--- src/rtl/edf_pkg.sv ---
package edf_pkg;

  // Layout of one task parameter word.
  localparam int PARAM_BITS   = 48;
  localparam int FIELD_BITS   = 16;
  localparam int PERIOD_LSB   = 0;
  localparam int BUDGET_LSB   = 16;
  localparam int DEADLINE_LSB = 32;

  // Port widths fixed by the register map and the result format.
  localparam int TASK_COUNT_BITS = 3;
  localparam int CFG_INDEX_BITS  = 3;
  localparam int RUN_BITS        = 3;
  localparam int MASK_BITS       = 4;

  // Register indexes.
  localparam logic [CFG_INDEX_BITS-1:0] REG_TASK_COUNT        = 3'd0;
  localparam logic [CFG_INDEX_BITS-1:0] REG_TASK_PARAMS_FIRST = 3'd1;
  localparam logic [CFG_INDEX_BITS-1:0] REG_TASK_PARAMS_LAST  = 3'd4;

  // Reset value of the task count register.
  localparam logic [TASK_COUNT_BITS-1:0] TASK_COUNT_RESET = 3'd4;

  // Tick sequencer states.
  typedef enum logic [1:0] {
    ST_IDLE,
    ST_SCAN,
    ST_FINISH
  } seq_state_t;

  // Control from the sequencer to the per-task state file.
  typedef struct packed {
    logic clear;      // return all task state to reset values
    logic scan_wr;    // write back release and aging for the scanned task
    logic finish_wr;  // charge one tick of budget to the chosen task
  } tf_ctrl_t;

  // Control from the sequencer to the deadline compare unit.
  typedef struct packed {
    logic start;  // forget the current best candidate
    logic step;   // offer the scanned task as a candidate
  } sel_ctrl_t;

  // Extract one 16-bit field of a parameter word.
  function automatic logic [FIELD_BITS-1:0] param_field(
    input logic [PARAM_BITS-1:0] word,
    input int                    lsb
  );
    return word[lsb +: FIELD_BITS];
  endfunction

endpackage

--- src/rtl/edf_tick_scheduler_core.sv ---
// Channel   Direction  Handshake            Payload
// in        sink       in_valid / in_stall   restart
// out       source     out_valid / out_stall running_task, released_mask
// cfg       sink       cfg_valid / cfg_ready cfg_index, cfg_data
//
// Each tick takes the beat; the sequencer then walks the task file, task by task,
// through the shared deadline comparator, and finally charges the winner and loads
// the result into the output register.
// Reset and restart clear all task state at once; configuration is kept on restart.
// A stalled result holds the sequencer in its last step; no new tick is taken
// until the result is loaded into the output register.
module edf_tick_scheduler_core #(
  parameter int NUM_TASKS = 4,
  parameter int TIME_BITS = 16
) (
  input  logic                                clk,
  input  logic                                rst,
  input  logic                                in_valid,
  output logic                                in_stall,
  input  logic                                restart,
  output logic                                out_valid,
  input  logic                                out_stall,
  output logic [edf_pkg::RUN_BITS-1:0]        running_task,
  output logic [edf_pkg::MASK_BITS-1:0]       released_mask,
  input  logic                                cfg_valid,
  output logic                                cfg_ready,
  input  logic [edf_pkg::CFG_INDEX_BITS-1:0]  cfg_index,
  input  logic [edf_pkg::PARAM_BITS-1:0]      cfg_data
);

  localparam int IDX_BITS = (NUM_TASKS > 1) ? $clog2(NUM_TASKS) : 1;
  localparam logic [IDX_BITS-1:0] LAST_IDX = IDX_BITS'(NUM_TASKS - 1);

  edf_pkg::seq_state_t state, state_next;
  edf_pkg::tf_ctrl_t   tf_ctrl;
  edf_pkg::sel_ctrl_t  sel_ctrl;

  logic [IDX_BITS-1:0]                 scan_idx, scan_idx_next;
  logic [IDX_BITS-1:0]                 tf_idx;
  logic [edf_pkg::MASK_BITS-1:0]       mask, mask_next;
  logic                                in_take;
  logic                                out_load;
  logic                                out_free;
  logic [edf_pkg::TASK_COUNT_BITS-1:0] task_count;
  logic [edf_pkg::PARAM_BITS-1:0]      task_params;
  logic                                released;
  logic                                eligible;
  logic signed [TIME_BITS:0]           cand_deadline;
  logic                                found;
  logic [IDX_BITS-1:0]                 best_idx;

  assign cfg_ready = 1'b1;
  assign in_stall  = (state != edf_pkg::ST_IDLE);
  assign in_take   = in_valid && !in_stall;
  assign out_free  = !out_valid || !out_stall;

  // The task file is addressed by the scan, then by the winner.
  assign tf_idx = (state == edf_pkg::ST_FINISH) ? best_idx : scan_idx;

  edf_cfg_regs #(
    .NUM_TASKS (NUM_TASKS),
    .IDX_BITS  (IDX_BITS)
  ) u_cfg (
    .clk        (clk),
    .rst        (rst),
    .wr_en      (cfg_valid && cfg_ready),
    .wr_index   (cfg_index),
    .wr_data    (cfg_data),
    .rd_idx     (scan_idx),
    .task_count (task_count),
    .rd_params  (task_params)
  );

  edf_task_file #(
    .NUM_TASKS (NUM_TASKS),
    .TIME_BITS (TIME_BITS),
    .IDX_BITS  (IDX_BITS)
  ) u_tasks (
    .clk           (clk),
    .rst           (rst),
    .ctrl          (tf_ctrl),
    .idx           (tf_idx),
    .params        (task_params),
    .task_count    (task_count),
    .released      (released),
    .eligible      (eligible),
    .cand_deadline (cand_deadline)
  );

  edf_select_unit #(
    .TIME_BITS (TIME_BITS),
    .IDX_BITS  (IDX_BITS)
  ) u_select (
    .clk      (clk),
    .rst      (rst),
    .ctrl     (sel_ctrl),
    .idx      (scan_idx),
    .eligible (eligible),
    .deadline (cand_deadline),
    .found    (found),
    .best_idx (best_idx)
  );

  // Sequencer state and scan registers.
  always_ff @(posedge clk) begin
    if (rst) begin
      state    <= edf_pkg::ST_IDLE;
      scan_idx <= '0;
      mask     <= '0;
    end else begin
      state    <= state_next;
      scan_idx <= scan_idx_next;
      mask     <= mask_next;
    end
  end

  // Next state and control for each step of a tick.
  always_comb begin
    state_next       = state;
    scan_idx_next    = scan_idx;
    mask_next        = mask;
    tf_ctrl          = '0;
    sel_ctrl         = '0;
    out_load         = 1'b0;
    case (state)
      edf_pkg::ST_IDLE: begin
        if (in_take) begin
          tf_ctrl.clear  = restart;
          sel_ctrl.start = 1'b1;
          scan_idx_next  = '0;
          mask_next      = '0;
          state_next     = edf_pkg::ST_SCAN;
        end
      end
      edf_pkg::ST_SCAN: begin
        tf_ctrl.scan_wr = 1'b1;
        sel_ctrl.step   = 1'b1;
        for (int b = 0; b < edf_pkg::MASK_BITS; b++) begin
          if (released && (32'(scan_idx) == b)) begin
            mask_next[b] = 1'b1;
          end
        end
        if (scan_idx == LAST_IDX) begin
          state_next = edf_pkg::ST_FINISH;
        end else begin
          scan_idx_next = scan_idx + IDX_BITS'(1);
        end
      end
      edf_pkg::ST_FINISH: begin
        if (out_free) begin
          tf_ctrl.finish_wr = found;
          out_load          = 1'b1;
          state_next        = edf_pkg::ST_IDLE;
        end
      end
      default: begin
        state_next = edf_pkg::ST_IDLE;
      end
    endcase
  end

  // Output register for the result beat.
  always_ff @(posedge clk) begin
    if (rst) begin
      out_valid <= 1'b0;
    end else if (out_load) begin
      out_valid <= 1'b1;
    end else if (!out_stall) begin
      out_valid <= 1'b0;
    end
  end

  always_ff @(posedge clk) begin
    if (out_load) begin
      running_task  <= found ? edf_pkg::RUN_BITS'(32'(best_idx) + 1) : '0;
      released_mask <= mask;
    end
  end

endmodule

--- src/rtl/edf_cfg_regs.sv ---
module edf_cfg_regs #(
  parameter int NUM_TASKS = 4,
  parameter int IDX_BITS  = 2
) (
  input  logic                                 clk,
  input  logic                                 rst,
  input  logic                                 wr_en,
  input  logic [edf_pkg::CFG_INDEX_BITS-1:0]   wr_index,
  input  logic [edf_pkg::PARAM_BITS-1:0]       wr_data,
  input  logic [IDX_BITS-1:0]                  rd_idx,
  output logic [edf_pkg::TASK_COUNT_BITS-1:0]  task_count,
  output logic [edf_pkg::PARAM_BITS-1:0]       rd_params
);

  logic [edf_pkg::PARAM_BITS-1:0]      params [NUM_TASKS];
  logic [edf_pkg::CFG_INDEX_BITS-1:0]  slot;
  logic                                is_param_reg;

  // Parameter registers start at index one; slot zero is task 0.
  assign slot = wr_index - edf_pkg::REG_TASK_PARAMS_FIRST;
  assign is_param_reg = (wr_index >= edf_pkg::REG_TASK_PARAMS_FIRST) &&
                        (wr_index <= edf_pkg::REG_TASK_PARAMS_LAST);

  // Register writes. Slots without a register keep all-zero parameters.
  always_ff @(posedge clk) begin
    if (rst) begin
      task_count <= edf_pkg::TASK_COUNT_RESET;
      for (int t = 0; t < NUM_TASKS; t++) begin
        params[t] <= '0;
      end
    end else if (wr_en) begin
      if (wr_index == edf_pkg::REG_TASK_COUNT) begin
        task_count <= wr_data[edf_pkg::TASK_COUNT_BITS-1:0];
      end
      for (int t = 0; t < NUM_TASKS; t++) begin
        if (is_param_reg && (32'(slot) == t)) begin
          params[t] <= wr_data;
        end
      end
    end
  end

  // Single read port for the scanned task.
  assign rd_params = params[rd_idx];

endmodule

--- src/rtl/edf_task_file.sv ---
module edf_task_file #(
  parameter int NUM_TASKS = 4,
  parameter int TIME_BITS = 16,
  parameter int IDX_BITS  = 2
) (
  input  logic                                 clk,
  input  logic                                 rst,
  input  edf_pkg::tf_ctrl_t                    ctrl,
  input  logic [IDX_BITS-1:0]                  idx,
  input  logic [edf_pkg::PARAM_BITS-1:0]       params,
  input  logic [edf_pkg::TASK_COUNT_BITS-1:0]  task_count,
  output logic                                 released,
  output logic                                 eligible,
  output logic signed [TIME_BITS:0]            cand_deadline
);

  localparam logic signed [TIME_BITS:0] DL_MAX = {1'b0, {TIME_BITS{1'b1}}};
  localparam logic signed [TIME_BITS:0] DL_MIN = {1'b1, {TIME_BITS{1'b0}}};

  logic [TIME_BITS-1:0]        countdown [NUM_TASKS];
  logic [TIME_BITS-1:0]        budget    [NUM_TASKS];
  logic signed [TIME_BITS:0]   deadline  [NUM_TASKS];

  logic [TIME_BITS-1:0]        period;
  logic [TIME_BITS-1:0]        budget_init;
  logic signed [TIME_BITS:0]   deadline_init;
  logic                        enabled;
  logic [TIME_BITS-1:0]        cd_rel;
  logic [TIME_BITS-1:0]        bud_rel;
  logic signed [TIME_BITS:0]   dl_rel;
  logic [TIME_BITS-1:0]        cd_next;
  logic signed [TIME_BITS:0]   dl_next;
  logic [TIME_BITS-1:0]        bud_charged;

  // Parameter fields, reduced to the time width.
  assign period        = TIME_BITS'(edf_pkg::param_field(params, edf_pkg::PERIOD_LSB));
  assign budget_init   = TIME_BITS'(edf_pkg::param_field(params, edf_pkg::BUDGET_LSB));
  assign deadline_init = (TIME_BITS + 1)'(
                           TIME_BITS'(edf_pkg::param_field(params, edf_pkg::DEADLINE_LSB)));

  // A task is live when its slot is below the task count and its period is set.
  assign enabled  = (32'(idx) < 32'(task_count)) && (period != '0);
  assign released = enabled && (countdown[idx] == '0);

  // State of the scanned task after a possible release.
  assign cd_rel  = released ? period        : countdown[idx];
  assign bud_rel = released ? budget_init   : budget[idx];
  assign dl_rel  = released ? deadline_init : deadline[idx];

  assign eligible      = enabled && (bud_rel != '0);
  assign cand_deadline = dl_rel;

  // Aging for the scan write-back; the deadline saturates at its lower bound.
  assign cd_next     = cd_rel - TIME_BITS'(cd_rel != '0);
  assign dl_next     = (dl_rel != DL_MIN) ? dl_rel - (TIME_BITS + 1)'(1) : dl_rel;
  assign bud_charged = budget[idx] - TIME_BITS'(1);

  // Per-task state: one entry written per cycle, all cleared on restart.
  always_ff @(posedge clk) begin
    if (rst || ctrl.clear) begin
      for (int t = 0; t < NUM_TASKS; t++) begin
        countdown[t] <= '0;
        budget[t]    <= '0;
        deadline[t]  <= DL_MAX;
      end
    end else begin
      for (int t = 0; t < NUM_TASKS; t++) begin
        if (32'(idx) == t) begin
          if (ctrl.scan_wr && enabled) begin
            countdown[t] <= cd_next;
            budget[t]    <= bud_rel;
            deadline[t]  <= dl_next;
          end else if (ctrl.finish_wr) begin
            budget[t] <= bud_charged;
          end
        end
      end
    end
  end

endmodule

--- src/rtl/edf_select_unit.sv ---
module edf_select_unit #(
  parameter int TIME_BITS = 16,
  parameter int IDX_BITS  = 2
) (
  input  logic                        clk,
  input  logic                        rst,
  input  edf_pkg::sel_ctrl_t          ctrl,
  input  logic [IDX_BITS-1:0]         idx,
  input  logic                        eligible,
  input  logic signed [TIME_BITS:0]   deadline,
  output logic                        found,
  output logic [IDX_BITS-1:0]         best_idx
);

  logic signed [TIME_BITS:0] best_deadline;
  logic                      earlier;

  // Shared comparator: strictly earlier wins, so ties keep the lower index.
  assign earlier = !found || (deadline < best_deadline);

  // Running best candidate over the scan.
  always_ff @(posedge clk) begin
    if (rst || ctrl.start) begin
      found <= 1'b0;
    end else if (ctrl.step && eligible && earlier) begin
      found <= 1'b1;
    end
  end

  always_ff @(posedge clk) begin
    if (ctrl.step && eligible && earlier) begin
      best_idx      <= idx;
      best_deadline <= deadline;
    end
  end

endmodule

--- config.mk ---
export PLATFORM = sky130hd
export DESIGN_NAME = edf_tick_scheduler_core
export DESIGN_NICKNAME = d
export VERILOG_FILES = /design/src/rtl/edf_pkg.sv /design/src/rtl/edf_tick_scheduler_core.sv /design/src/rtl/edf_cfg_regs.sv /design/src/rtl/edf_task_file.sv /design/src/rtl/edf_select_unit.sv
export SDC_FILE = /design/constraint.sdc
export NUM_CORES = 1
export LEC_CHECK = 0
export BUFFER_PORTS_ARGS = -buffer_cell sky130_fd_sc_hd__buf_2
export CELL_PAD_IN_SITES_DETAIL_PLACEMENT = 0
export CELL_PAD_IN_SITES_GLOBAL_PLACEMENT = 1
export CORE_MARGIN = 8
export CORE_UTILIZATION = 47
export CTS_BUF_LIST = sky130_fd_sc_hd__clkbuf_2 sky130_fd_sc_hd__clkbuf_4 sky130_fd_sc_hd__clkbuf_8
export DETAILED_ROUTE_END_ITERATION = 8
export GPL_TIMING_DRIVEN = 0
export MAX_ROUTING_LAYER = met4
export PLACE_DENSITY_LB_ADDON = 0.2
export SYNTH_ARGS = -nofsm -noshare
export SYNTH_HDL_FRONTEND = slang
export SYNTH_SLANG_ARGS = --single-unit
--- constraint.sdc ---
create_clock -name clk -period 12.71 [get_ports clk]
set_clock_uncertainty 0.15 [all_clocks]
set_input_delay 2.542 -clock clk [delete_from_list [all_inputs] [get_ports clk]]
set_output_delay 2.542 -clock clk [all_outputs]
set_load 0.02 [all_outputs]
Yosys cells after proc, flatten, opt, wreduce, memory -nomap -nowiden
Memories as Yosys holds them, arrays and structs flattened. A register that Yosys moved wholly into a read port is not among the register bits.
Cells that the tools add are included.
{"block": "totals", "input_bits": 57, "register_bits": 39, "ram_bits": 388, "wordCells": 208, "memories": 4, "output_inout_bits": 10}
{"memory": "u_cfg.params", "depth": 4, "word_bits": 48, "read_ports": 1, "rd_ports_with_merged_regs": 1, "wr": 4, "line_no": "edf_cfg_regs.sv:15", "source": "logic [edf_pkg::PARAM_BITS-1:0] params [NUM_TASKS];"}
{"memory": "u_tasks.deadline", "depth": 4, "word_bits": 17, "read_ports": 1, "rd_ports_with_merged_regs": 0, "wr": 4, "line_no": "edf_task_file.sv:22", "source": "logic signed [TIME_BITS:0] deadline [NUM_TASKS];"}
{"memory": "u_tasks.budget", "depth": 4, "word_bits": 16, "read_ports": 1, "rd_ports_with_merged_regs": 0, "wr": 4, "line_no": "edf_task_file.sv:21", "source": "logic [TIME_BITS-1:0] budget [NUM_TASKS];"}
{"memory": "u_tasks.countdown", "depth": 4, "word_bits": 16, "read_ports": 1, "rd_ports_with_merged_regs": 0, "wr": 4, "line_no": "edf_task_file.sv:20", "source": "logic [TIME_BITS-1:0] countdown [NUM_TASKS];"}
{"block": "op_classes", "order_cmp": 4, "n_bitwise": 20, "eq_ne": 21, "add_sub_neg": 6, "muxes": 98, "n_reduce_logical": 42}
{"operator": "$mux 16", "count": 14}
{"operator": "$mux 48", "count": 4}
{"operator": "$mux 17", "count": 6}
{"operator": "$mux 1", "count": 62}
{"operator": "$reduce_bool 16->1", "count": 3}
{"operator": "$or 1x1->1", "count": 20}
{"operator": "$reduce_and 3->1", "count": 6}
{"operator": "$lt 17x17->1", "count": 1}
{"operator": "$ne 17x17->1 const B", "count": 1}
{"operator": "$sub 17x2->17 const B", "count": 1}
{"operator": "$logic_and 1x1->1", "count": 16}
{"operator": "$logic_not 16->1", "count": 1}
{"operator": "$mux 2", "count": 8}
{"operator": "$ne 2x2->1 const B", "count": 8}
{"operator": "$sub 16x1->16", "count": 1}
{"operator": "$sub 16x1->16 const B", "count": 1}
{"operator": "$eq 2x2->1 const B", "count": 5}
{"operator": "$pmux 4 s2", "count": 1}
{"operator": "$eq 2x1->1 const B", "count": 3}
{"operator": "$eq 3x2->1 const B", "count": 2}
{"operator": "$logic_not 2->1", "count": 3}
{"operator": "$logic_not 3->1", "count": 2}
{"operator": "$pmux 2 s3", "count": 1}
{"operator": "$logic_not 1->1", "count": 4}
{"operator": "13 further kinds", "count": 17}

Longest topological paths before layout
Gate-level depths: netlist (run 1).
{"block": "logic_depth", "ltp_word": 11, "ltp_mapped": 30, "mapped_depth_nobuf": 20}

Hierarchy
A second synthesis (run 1) with hierarchy kept.
{"block": "unflattened", "hier_cells": 1602, "hier_area_um2": 21762.1}
{"module": "edf_task_file", "n_inst": 1, "seq_area_each_um2": 5885.6, "area_each_um2": 11133.2, "cells_each": 883}
{"module": "edf_cfg_regs", "n_inst": 1, "seq_area_each_um2": 5825.6, "area_each_um2": 8858.5, "cells_each": 565}
{"module": "edf_select_unit", "n_inst": 1, "seq_area_each_um2": 590.6, "area_each_um2": 1042.2, "cells_each": 85}
{"module": "edf_tick_scheduler_core", "n_inst": 1, "seq_area_each_um2": 390.4, "area_each_um2": 728.2, "cells_each": 69}

Worst setup path before layout (run 1)
No wires, ideal clock.
{"block": "synth_timing", "path_kind": "flip-flop to flip-flop", "start": "register state[0]", "end": "register u_select.best_deadline[0], enable pin", "required_time_ns": 12.135, "path_stages_with_launch": 26, "arrival_time_ns": 6.498, "path_slack_ns": 5.637, "path_buffers": 9, "synth_period_minus_slack_ns": 7.073, "setup_ns": 0.425, "cell_sequence": "dfxtp_1 > nand3b_2 > a21boi_2 > inv_2 > buf_6 > buf_6 > buf_6 > buf_4 > buf_2 > buf_2 > buf_2 > ha_1 > nor2_1 > a311o_1 > o211a_1 > and4_1 > buf_2 > buf_2 > mux2i_1 > inv_1 > ha_1 > or3b_2 > a41oi_1 > a211oi_1 > maj3_1 > a211oi_1"}
{"block": "synth_between", "elab_cells_between_ends": 19, "classes_between": "order compare (2); eq/ne (2); mux (4); reduce/logical (8); memory (3)"}
{"item": "start: declaration", "line_no": "edf_tick_scheduler_core.sv:34", "source": "edf_pkg::seq_state_t state, state_next;"}
{"item": "start signal: assignment", "line_no": "edf_tick_scheduler_core.sv:107", "source": "state <= edf_pkg::ST_IDLE;"}
{"item": "start signal: assignment", "line_no": "edf_tick_scheduler_core.sv:111", "source": "state <= state_next;"}
{"item": "$eq 2x2->1 *", "line_no": "edf_tick_scheduler_core.sv:58", "source": "assign tf_idx = (state == edf_pkg::ST_FINISH) ? best_idx : scan_idx;"}
{"item": "$mux 2 *", "line_no": "edf_tick_scheduler_core.sv:58"}
{"item": "$mem_v2 4x16 or $lt 2x3->1 (tied branches)"}
{"item": "$logic_not 16->1 or $logic_and 1x1->1 (tied branches)", "line_no": "edf_task_file.sv:43, edf_task_file.sv:42"}
{"item": "$logic_and 1x1->1", "line_no": "edf_task_file.sv:43", "source": "assign released = enabled && (countdown[idx] == '0);"}
{"item": "$mux 17 *", "line_no": "edf_task_file.sv:48", "source": "assign dl_rel = released ? deadline_init : deadline[idx];"}
{"item": "named net cand_deadline[1]", "line_no": "edf_tick_scheduler_core.sv:48", "source": "logic signed [TIME_BITS:0] cand_deadline;"}
{"item": "$lt 17x17->1 *", "line_no": "edf_select_unit.sv:19", "source": "assign earlier = !found || (deadline < best_deadline);"}
{"item": "$logic_or 1x1->1 *", "line_no": "edf_select_unit.sv:19"}
{"item": "$logic_and 1x1->1 *", "line_no": "edf_select_unit.sv:31", "source": "if (ctrl.step && eligible && earlier) begin"}
{"item": "end signal: assignment", "line_no": "edf_select_unit.sv:33", "source": "best_deadline <= deadline;"}
{"item": "end: declaration", "line_no": "edf_select_unit.sv:15", "source": "logic signed [TIME_BITS:0] best_deadline;"}
Mark *: on every way through the listed nets, which the timed path passes. The rest lies on a longest branch.
A chain may end at the register's enable or synchronous reset.

Worst setup path after layout (run 1)
{"block": "layout_timing", "start": "register state[0]", "end": "register u_select.best_idx[1], enable pin"}
{"block": "layout_between", "elab_cells_between_ends": 19, "classes_between": "order compare (2); eq/ne (2); mux (4); reduce/logical (8); memory (3)"}
{"item": "$eq 2x2->1 *", "line_no": "edf_tick_scheduler_core.sv:58"}
{"item": "$mux 2 *", "line_no": "edf_tick_scheduler_core.sv:58"}
{"item": "$mem_v2 4x16 or $lt 2x3->1 (tied branches)"}
{"item": "$logic_not 16->1 or $logic_and 1x1->1 (tied branches)", "line_no": "edf_task_file.sv:43, edf_task_file.sv:42"}
{"item": "$logic_and 1x1->1", "line_no": "edf_task_file.sv:43"}
{"item": "$mux 17 *", "line_no": "edf_task_file.sv:48"}
{"item": "named net cand_deadline[8]", "line_no": "edf_tick_scheduler_core.sv:48"}
{"item": "$lt 17x17->1 *", "line_no": "edf_select_unit.sv:19"}
{"item": "$logic_or 1x1->1 *", "line_no": "edf_select_unit.sv:19"}
{"item": "$logic_and 1x1->1 *", "line_no": "edf_select_unit.sv:31"}
{"item": "end signal: assignment", "line_no": "edf_select_unit.sv:32", "source": "best_idx <= idx;"}
{"item": "end: declaration", "line_no": "edf_select_unit.sv:12", "source": "output logic [IDX_BITS-1:0] best_idx"}
Marks and branches as above.

==> impl_results.md, run 1 <==
* Outcome: finished, final reports clean
* CORE AREA at 0.0463 mm²
* Nets at a little under 2000
* Simple-gate share of the synthesized area at 15.0%
* DR vias at 15200
* Ys Warns at 0
* Fin crit period at 8.38 ns
* Placed cell count at 2388
* Pwr Density at roughly 130 mW/mm²
* Worst-Skew Late Latency at between 0.6 and 0.7 ns
* Fraction of registers with async set or reset after synthesis at 0%
* Slew Limit Fails at 0
* CTS resizes at 0
* Final Hold Viols at 0
* Number of I/O pins at 67
* Post-CTS Setup Bufs at 0
* Vias in the first global route at 15100
* Reg2reg end: u_select.best_idx[1]
* TritonCTS clock tree: done
* Post-synthesis instance area at roughly 0.022 mm²
* Reg2Reg Depth at 26
* Crit end category: flop
* Synth Flop Type: edfxtp_1
* Routed WL at between 60000 and 70000 µm
* Clock transition at the registers of the reported paths at 0.06 ns
* Root buffer cell: clkbuf_8
* # diodes at 0
* CP endpoint: u_select.best_idx[1]
* Post-route ant nets at 0
* Xor/xnor cell area share of the yosys netlist at less than 1%
* Die area at roughly 0.054 mm²
* Worst-margin pin slew at 1.09 ns
* RSZ-0062 raised after global routing: no
* Synth Area in Compound Gates at about 9.0%
* Final Cycle Share at 65.9%
* WL/cell at between 20 and 30 µm
* Share of cells above drive strength 1 at between 10% and 20%
* Worst path required time at ~13 ns
* Max rail drop VDD at about 0.09 mV
* Mapped Cells at 1705
* Initial antenna violation count at 0
* Combinational family with the most area after synthesis: simple AND/OR/NAND/NOR gates
* First-pass GRT wire length at 95700 µm
* I/O Buffers at 64
* Final setup violation count at 0
* Avg Inst Size Synth at 12.8 µm²
* Die height at 232 µm
* P_leak at between 0.008 and 0.009 µW
* GR Overflow Total at 0
* Number of max-cap violations at 0
* First DRT Iteration DRCs at 1816
* Fmax at between 100 and 150 MHz
* Largest net degree at the start of global routing at 28
* Die W at between 200 and 250 µm
* Number of synthesized flops with an enable pin at around 410
* Post-synthesis sequential area ratio at approximately three fifths
* CP startpoint kind: flop
* Mux cell area share after synthesis at 12.2%
* TritonCTS buffer count at 73
* Final HPWL DP at approximately 45000 µm
* Final std cells w/o fill at 2515
* Syn Nets at about 1800
* GP Congestion at around 0.95
* Drt drc at 0
* Hold Slack at about 0.27 ns
* Hold path depth at 0
* Synth cell types at 92
* Initial Utilization at approximately 47%
* CP Class: flop to flop
* Register bit total from synthesis at roughly 430
* Via-per-instance ratio at just over 6
* Synth Area in Adders at between 1.5 and 2%
* Gr usage total at around 24%
* Clk sinks at ~430
* H-tree depth at 3
* Max-slew headroom at between 20% and 30%
* CP max FO at 19
* Num rows at 79
* RR Startpoint: state[0]
* Fin Setup TNS at 0 ns
* Drt first pass iters at 6
* Crit path arrival time at about 8.5 ns
* Critical path startpoint: state[0]
* Synth-to-Final Area Change at 13.0%
* Worst hold path class: flop to flop
* R2r setup slk at roughly 4.3 ns
* # hold bufs at CTS at 0
* Max clock buf depth at 3
[kinds of logic after synthesis]
kind of cell	count (synthesis)
AND/OR/NAND/NOR	595
flip-flops	429
AO/OA/AOI/OAI	286
multiplexers	195
buffers and inverters	151
adder cells (fa/ha/maj)	28
XOR/XNOR	20
other	1
[how the worst min path moves through the flow]
stage / from / to / slack (ns)
after floorplan: mask[0] / released_mask[0] / 0.26
after global placement: mask[2] / released_mask[2] / 0.27
after detailed placement: mask[1] / released_mask[1] / 0.27
after CTS: mask[0] / released_mask[0] / 0.29
after global routing: mask[0] / released_mask[0] / 0.30
final: mask[0] / released_mask[0] / 0.27
[power by group]
group | total, µW | internal [µW] | switching (µW)
sequential | 1650 | 1630 | 23.1
combinational | 403 | 136 | 268
clock | 1230 | 662 | 568
total | 3280 | 2420 | 859
[final cells by class]
type / count / area, µm²
Multi-Input combinational cell: 1125 / 8490
Sequential cell: 429 / 12700
Inverter: 52 / 195
Buffer: 99 / 504
Timing Repair Buffer: 76 / 581
Clock inverter: 25 / 158
Fill cell: 4036 / 21600
Clock buffer: 102 / 1260
Tap cell: 607 / 759
[worst max-delay path: stages, from the launching register on]
cell	delay [ns]
dfxtp_1	0.34
nand3b_2	0.31
a21boi_2	0.23
inv_2	0.23
buf_6	0.23
buf_6	0.20
buf_6	0.21
buf_4	0.26
buf_2	0.37
buf_2	0.42
buf_2	0.40
ha_1	0.30
nor2_1	0.08
a311o_1	0.23
nand2_1	0.12
nor3_1	0.72
buf_2	0.49
mux2i_1	0.46
inv_1	0.27
ha_1	0.36
a21oi_1	0.19
nor3_1	0.09
nor2_1	0.14
a21oi_1	0.07
nor3b_1	0.18
a21oi_1	0.12
a211oi_4	0.79
[cells in the final DEF, fill, tap and decap left out, drive strengths merged, types with 16 or more instances in the layout]
master	netlist	final
nand3	25	25
edfxtp	414	414
ha	27	27
clkinv	0	18
inv	52	56
and2	202	202
o211ai	29	29
mux4	53	53
o22ai	65	65
o21ai	34	34
a21oi	54	54
clkbuf	64	166
nor3	55	55
nand2	94	94
mux2	16	16
nor2	112	112
mux2i	126	126
buf	35	111
[layer usage]
metal,track usage (%),part of all wire [%]
met1,32.6,43
met2,38.0,47
met3,3.63,7.3
met4,8.83,3.1
met5,-,0
[stage by stage]
step / instance area (µm²) / util [%] / setup slack, ns / total power, µW
floorplan: 21800 / - / 5.64 / 1920
global placement: 22900 / 49.6 / 3.02 / 2060
detailed placement: 23300 / 50.3 / 4.42 / 2080
CTS: 24700 / 53.3 / 4.32 / 3300
global route: 24700 / 53.3 / 3.79 / 3390
finish: 24700 / 53.3 / 4.33 / 3280
[sequential cells by signal, summed over array words and instances, names as in the netlist, named ones only]
| name | count |
|---|---|
| u_cfg.params | 192 |
| scan_idx | 2 |
| u_cfg.task_count | 3 |
| released_mask | 4 |
| u_tasks.deadline | 68 |
| out_valid | 1 |
| running_task | 3 |
| u_select.best_deadline | 17 |
| u_select.found | 1 |
| u_tasks.countdown | 64 |
| state | 2 |
| mask | 4 |
| u_select.best_idx | 2 |
| u_tasks.budget | 64 |
[synth_stat cells (all sizes together) (10+ instances only)]
cell | n | area, µm²
o21ai | 34 | 170
xnor2 | 12 | 105
buf | 35 | 264
a21oi | 54 | 274
edfxtp | 414 | 12400
nor3 | 55 | 292
clkbuf | 64 | 240
o22ai | 65 | 407
nand3 | 25 | 125
o211ai | 29 | 218
and3 | 14 | 87.6
nor4 | 11 | 103
mux2 | 16 | 184
inv | 52 | 195
nand2 | 94 | 353
nor2 | 112 | 420
a211oi | 11 | 82.6
or4 | 10 | 86.3
or2 | 11 | 68.8
nand4 | 11 | 68.8
mux4 | 53 | 1190
nand2b | 10 | 70.1
and2 | 202 | 1260
or3 | 12 | 85.1
a31oi | 10 | 68.8
a21o | 13 | 97.6
mux2i | 126 | 1280
dfxtp | 15 | 300
ha | 27 | 338
Note: power is estimated with default switching activity, not from simulation.
==> run 2, diff against run 1 <==
--- a/config.mk
+++ b/config.mk
@@ -5,6 +5,7 @@
 export SDC_FILE = /design/constraint.sdc
 export NUM_CORES = 1
 export LEC_CHECK = 0
+export ABC_AREA = 1
 export BUFFER_PORTS_ARGS = -buffer_cell sky130_fd_sc_hd__buf_2
 export CELL_PAD_IN_SITES_DETAIL_PLACEMENT = 0
 export CELL_PAD_IN_SITES_GLOBAL_PLACEMENT = 1
==> constraint.sdc (replaced) <==
create_clock -name clk -period 8.5 [get_ports clk]
set_clock_uncertainty 0.15 [all_clocks]
set_input_delay 1.7 -clock clk [delete_from_list [all_inputs] [get_ports clk]]
set_output_delay 1.7 -clock clk [all_outputs]
set_load 0.02 [all_outputs]
==> run 2 against run 1 <==
  * Area after synthesis fell by 5.4%
  * Non-clock buffer count decreased by 3
  * Setup slack lost 1.6 ns
  * Final area down 5.4%
  * Synthesized cell count grew 23%
  * Combinational power up 140%
  * Critical path depth shrank 17
  * Sequential share of layout area grew 3.0 points
  * Global-route usage is 0.56 points lower
==> impl_results.md, run 2 <==
* Outcome: finished, final reports clean
* Most frequent cells in the layout: nand2_1 (485), edfxtp_1 (414), nor2_1 (376)
* Post-synth top area share at 60.2%
* GR Overflow Total at 0
* Slowest CP cell: nor3_1
* Mapped Cells at 2092
* Min-Delay Startpoint: mask[0]
* Crit end category: flop
* CP startpoint kind: input pin
* Routed WL at between 50000 and 60000 µm
* Crit path arrival time at a little under 6 ns
* Final WS setup at 2.70 ns
* RR Startpoint: scan_idx[0]
* Num rows at between 70 and 80
* Largest net degree at the start of global routing at 49
* Hold path depth at 0
* R2r setup slk at 2.82 ns
* Largest Register: u_cfg.params
* Post-synthesis instance area at a little over 0.02 mm²
* H-tree depth at 3
* WL/cell at a little over 20 µm
* First DRT Iteration DRCs at 1339
* Die height at between 200 and 250 µm
* Number of I/O pins at 67
* Final setup violation count at 0
* Worst-margin pin slew at 1.37 ns
* First-pass GRT wire length at 89700 µm
* Drt first pass iters at 8
* CP Class: input pin to flop
* Max reg flops at roughly 190
* CORE AREA at between 0.04 and 0.05 mm²
* Fmax at around 170 MHz
* # diodes at 0
* Max rail drop VDD at ~0.13 mV
* Final Cycle Share at 68.2%
* Number of synthesized flops with an enable pin at 414
* Worst path required time at 8.60 ns
* GP Congestion at between 0.9 and 1
* DR vias at 15700
* Post-synthesis sequential area ratio at about three fifths
* P_leak at between 0.009 and 0.01 µW
* Die W at between 200 and 250 µm
* Reg2Reg Depth at 11
* Most area-consuming cells after synthesis: edfxtp_1 (60%), nand2_1 (8.8%), nor2_1 (6.8%)
* Die area at roughly 0.05 mm²
* Worst-path cell chain: buf_2 > inv_1 > nor2_1 > a21oi_2 > clkinv_1 > nor3_1 > clkinv_1 > buf_2 > nand3_1
* TritonCTS buffer count at between 70 and 80
* Nets at 2321
* Vias in the first global route at about 15000
* Synth cell types at 57
* Multi-input logic area at slightly below 0.007 mm²
* Layout fillers at around 4000
* Clk sinks at roughly 430
* Commonest non-fill, non-tap cell in the layout: nand2_1
* Ys Warns at 0
* Post-CTS Setup Bufs at 0
* Final HPWL DP at a little over 40000 µm
* CTS resizes at 0
* I/O Buffers at 65
* Synth-to-Final Area Change at 12.9%
* Hold Slack at approximately 0.28 ns
* Most frequent cells after synthesis: nand2_1 (485), edfxtp_1 (414), nor2_1 (376), inv_1 (163)
* Post-route ant nets at 0
* Drt drc at 0
* Fin crit period at between 5 and 6 ns
* Avg Inst Size Synth at around 10 µm²
* Max incr delay on CP at approximately 1 ns
* TritonCTS clock tree: done
* Gr usage total at between 20% and 30%
* Cell taking the most area after synthesis: edfxtp_1
* Fraction of registers with async set or reset after synthesis at 0%
* Cell family with most CP delay: simple AND/OR/NAND/NOR gates
* Hold Path End: released_mask[0]
* Fin Setup TNS at 0 ns
* Share of cells above drive strength 1 at between 10% and 20%
* Initial antenna violation count at 0
* Reg area at about 0.013 mm²
* Initial Utilization at between 40% and 50%
* Clock transition at the registers of the reported paths at roughly 0.06 ns
* CP max FO at 16
* Pwr Density at between 200 and 250 mW/mm²
* Count leader, synth: nand2_1
* Syn Nets at 2176
* Setup WS pre-CTS at between 2 and 2.5 ns
* Root buffer cell: clkbuf_8
* Worst hold path class: flop to flop
* Worst-Skew Late Latency at around 0.65 ns
* Biggest regs: u_cfg.params x192, u_tasks.deadline x68
* Final Hold Viols at 0
* Slew Limit Fails at 0
* Max clock buf depth at 3
* Worst Path Buf+Inv at 5
* Via-per-instance ratio at around 5.5
* Max-slew headroom at 8.43%
* Register bit total from synthesis at about 430
* Synth Flop Type: edfxtp_1
* Reg2reg end: u_tasks.budget[1][13]
* RSZ-0062 raised after global routing: no
* Number of max-cap violations at 0
* # hold bufs at CTS at 0
-- run 2: cell types whose count changed in the layout (fill, tap and decap cells not counted), sizes merged, moves of 63 or more --
cell / delta
nand2: +406
nor2: +268
and2: -195
inv: +124
mux2i: -124
o21ai: +63
-- run 2: layer usage --
| metal | vias up | GRT usage (%) | part of all wire [%] |
|---|---|---|---|
| li1 | 7418 | - | - |
| met1 | 7563 | 31.4 | 43 |
| met2 | 629 | 37.7 | 47 |
| met3 | 112 | 3.61 | 7.1 |
| met4 | 0 | 8.26 | 2.7 |
| met5 | - | - | 0 |
-- run 2: worst max path at each step --
stage             start                    end  slack, ns  cells after the start
5_1_grt        in_valid   u_tasks.budget[0][7]       2.56                      9
4_1_cts        in_valid  u_tasks.budget[0][15]       2.77                      9
2_1_floorplan  state[1]   u_tasks.budget[3][0]       3.04                     12
6_report       in_valid  u_tasks.budget[0][15]       2.70                      9
3_5_place_dp   in_valid  u_tasks.budget[0][12]       2.09                      9
3_3_place_gp   state[1]  u_tasks.budget[3][11]      -0.14                     11
-- run 2: through the flow --
stage	instance area (µm²)	utilization (%)	total power, µW	std cells
final	23300	53.2	5330	2884
after detailed placement	21900	49.9	3470	2753
after global placement	21700	49.6	3460	2749
after CTS	23300	53.2	5350	2884
after global routing	23300	53.2	5550	2884
after floorplan	20700	-	3160	2092
-- run 2: cells by family (layout without fill, tap and decap cells) --
family	Yosys count	count (layout)	synth area share, %
and+or+nand+nor	1038	1038	21.1
DFF	429	429	61.6
buffers and inverters	284	484	5.69
AOI/OAI and AO/OA	275	275	8.34
xor gates and xnor gates	36	36	1.53
adders and majority gates	27	27	1.63
muxes	2	2	0.0969
other	1	1	0.0181
-- run 2: power breakdown --
part | internal, µW | switching, µW | total (µW)
logic | 261 | 687 | 948
registers | 2460 | 33.8 | 2490
clock network | 1040 | 853 | 1900
total | 3760 | 1570 | 5330
-- run 2: layout make-up --
type | count | share of cell area, %
clock buffers | 107 | 5.56
flip-flops and latches | 429 | 54.6
well taps | 592 | 3.17
multi-input cells | 1379 | 29.2
plain buffers | 103 | 2.12
repair buffers | 69 | 1.74
clock inverters | 24 | 0.740
inverters | 181 | 2.92
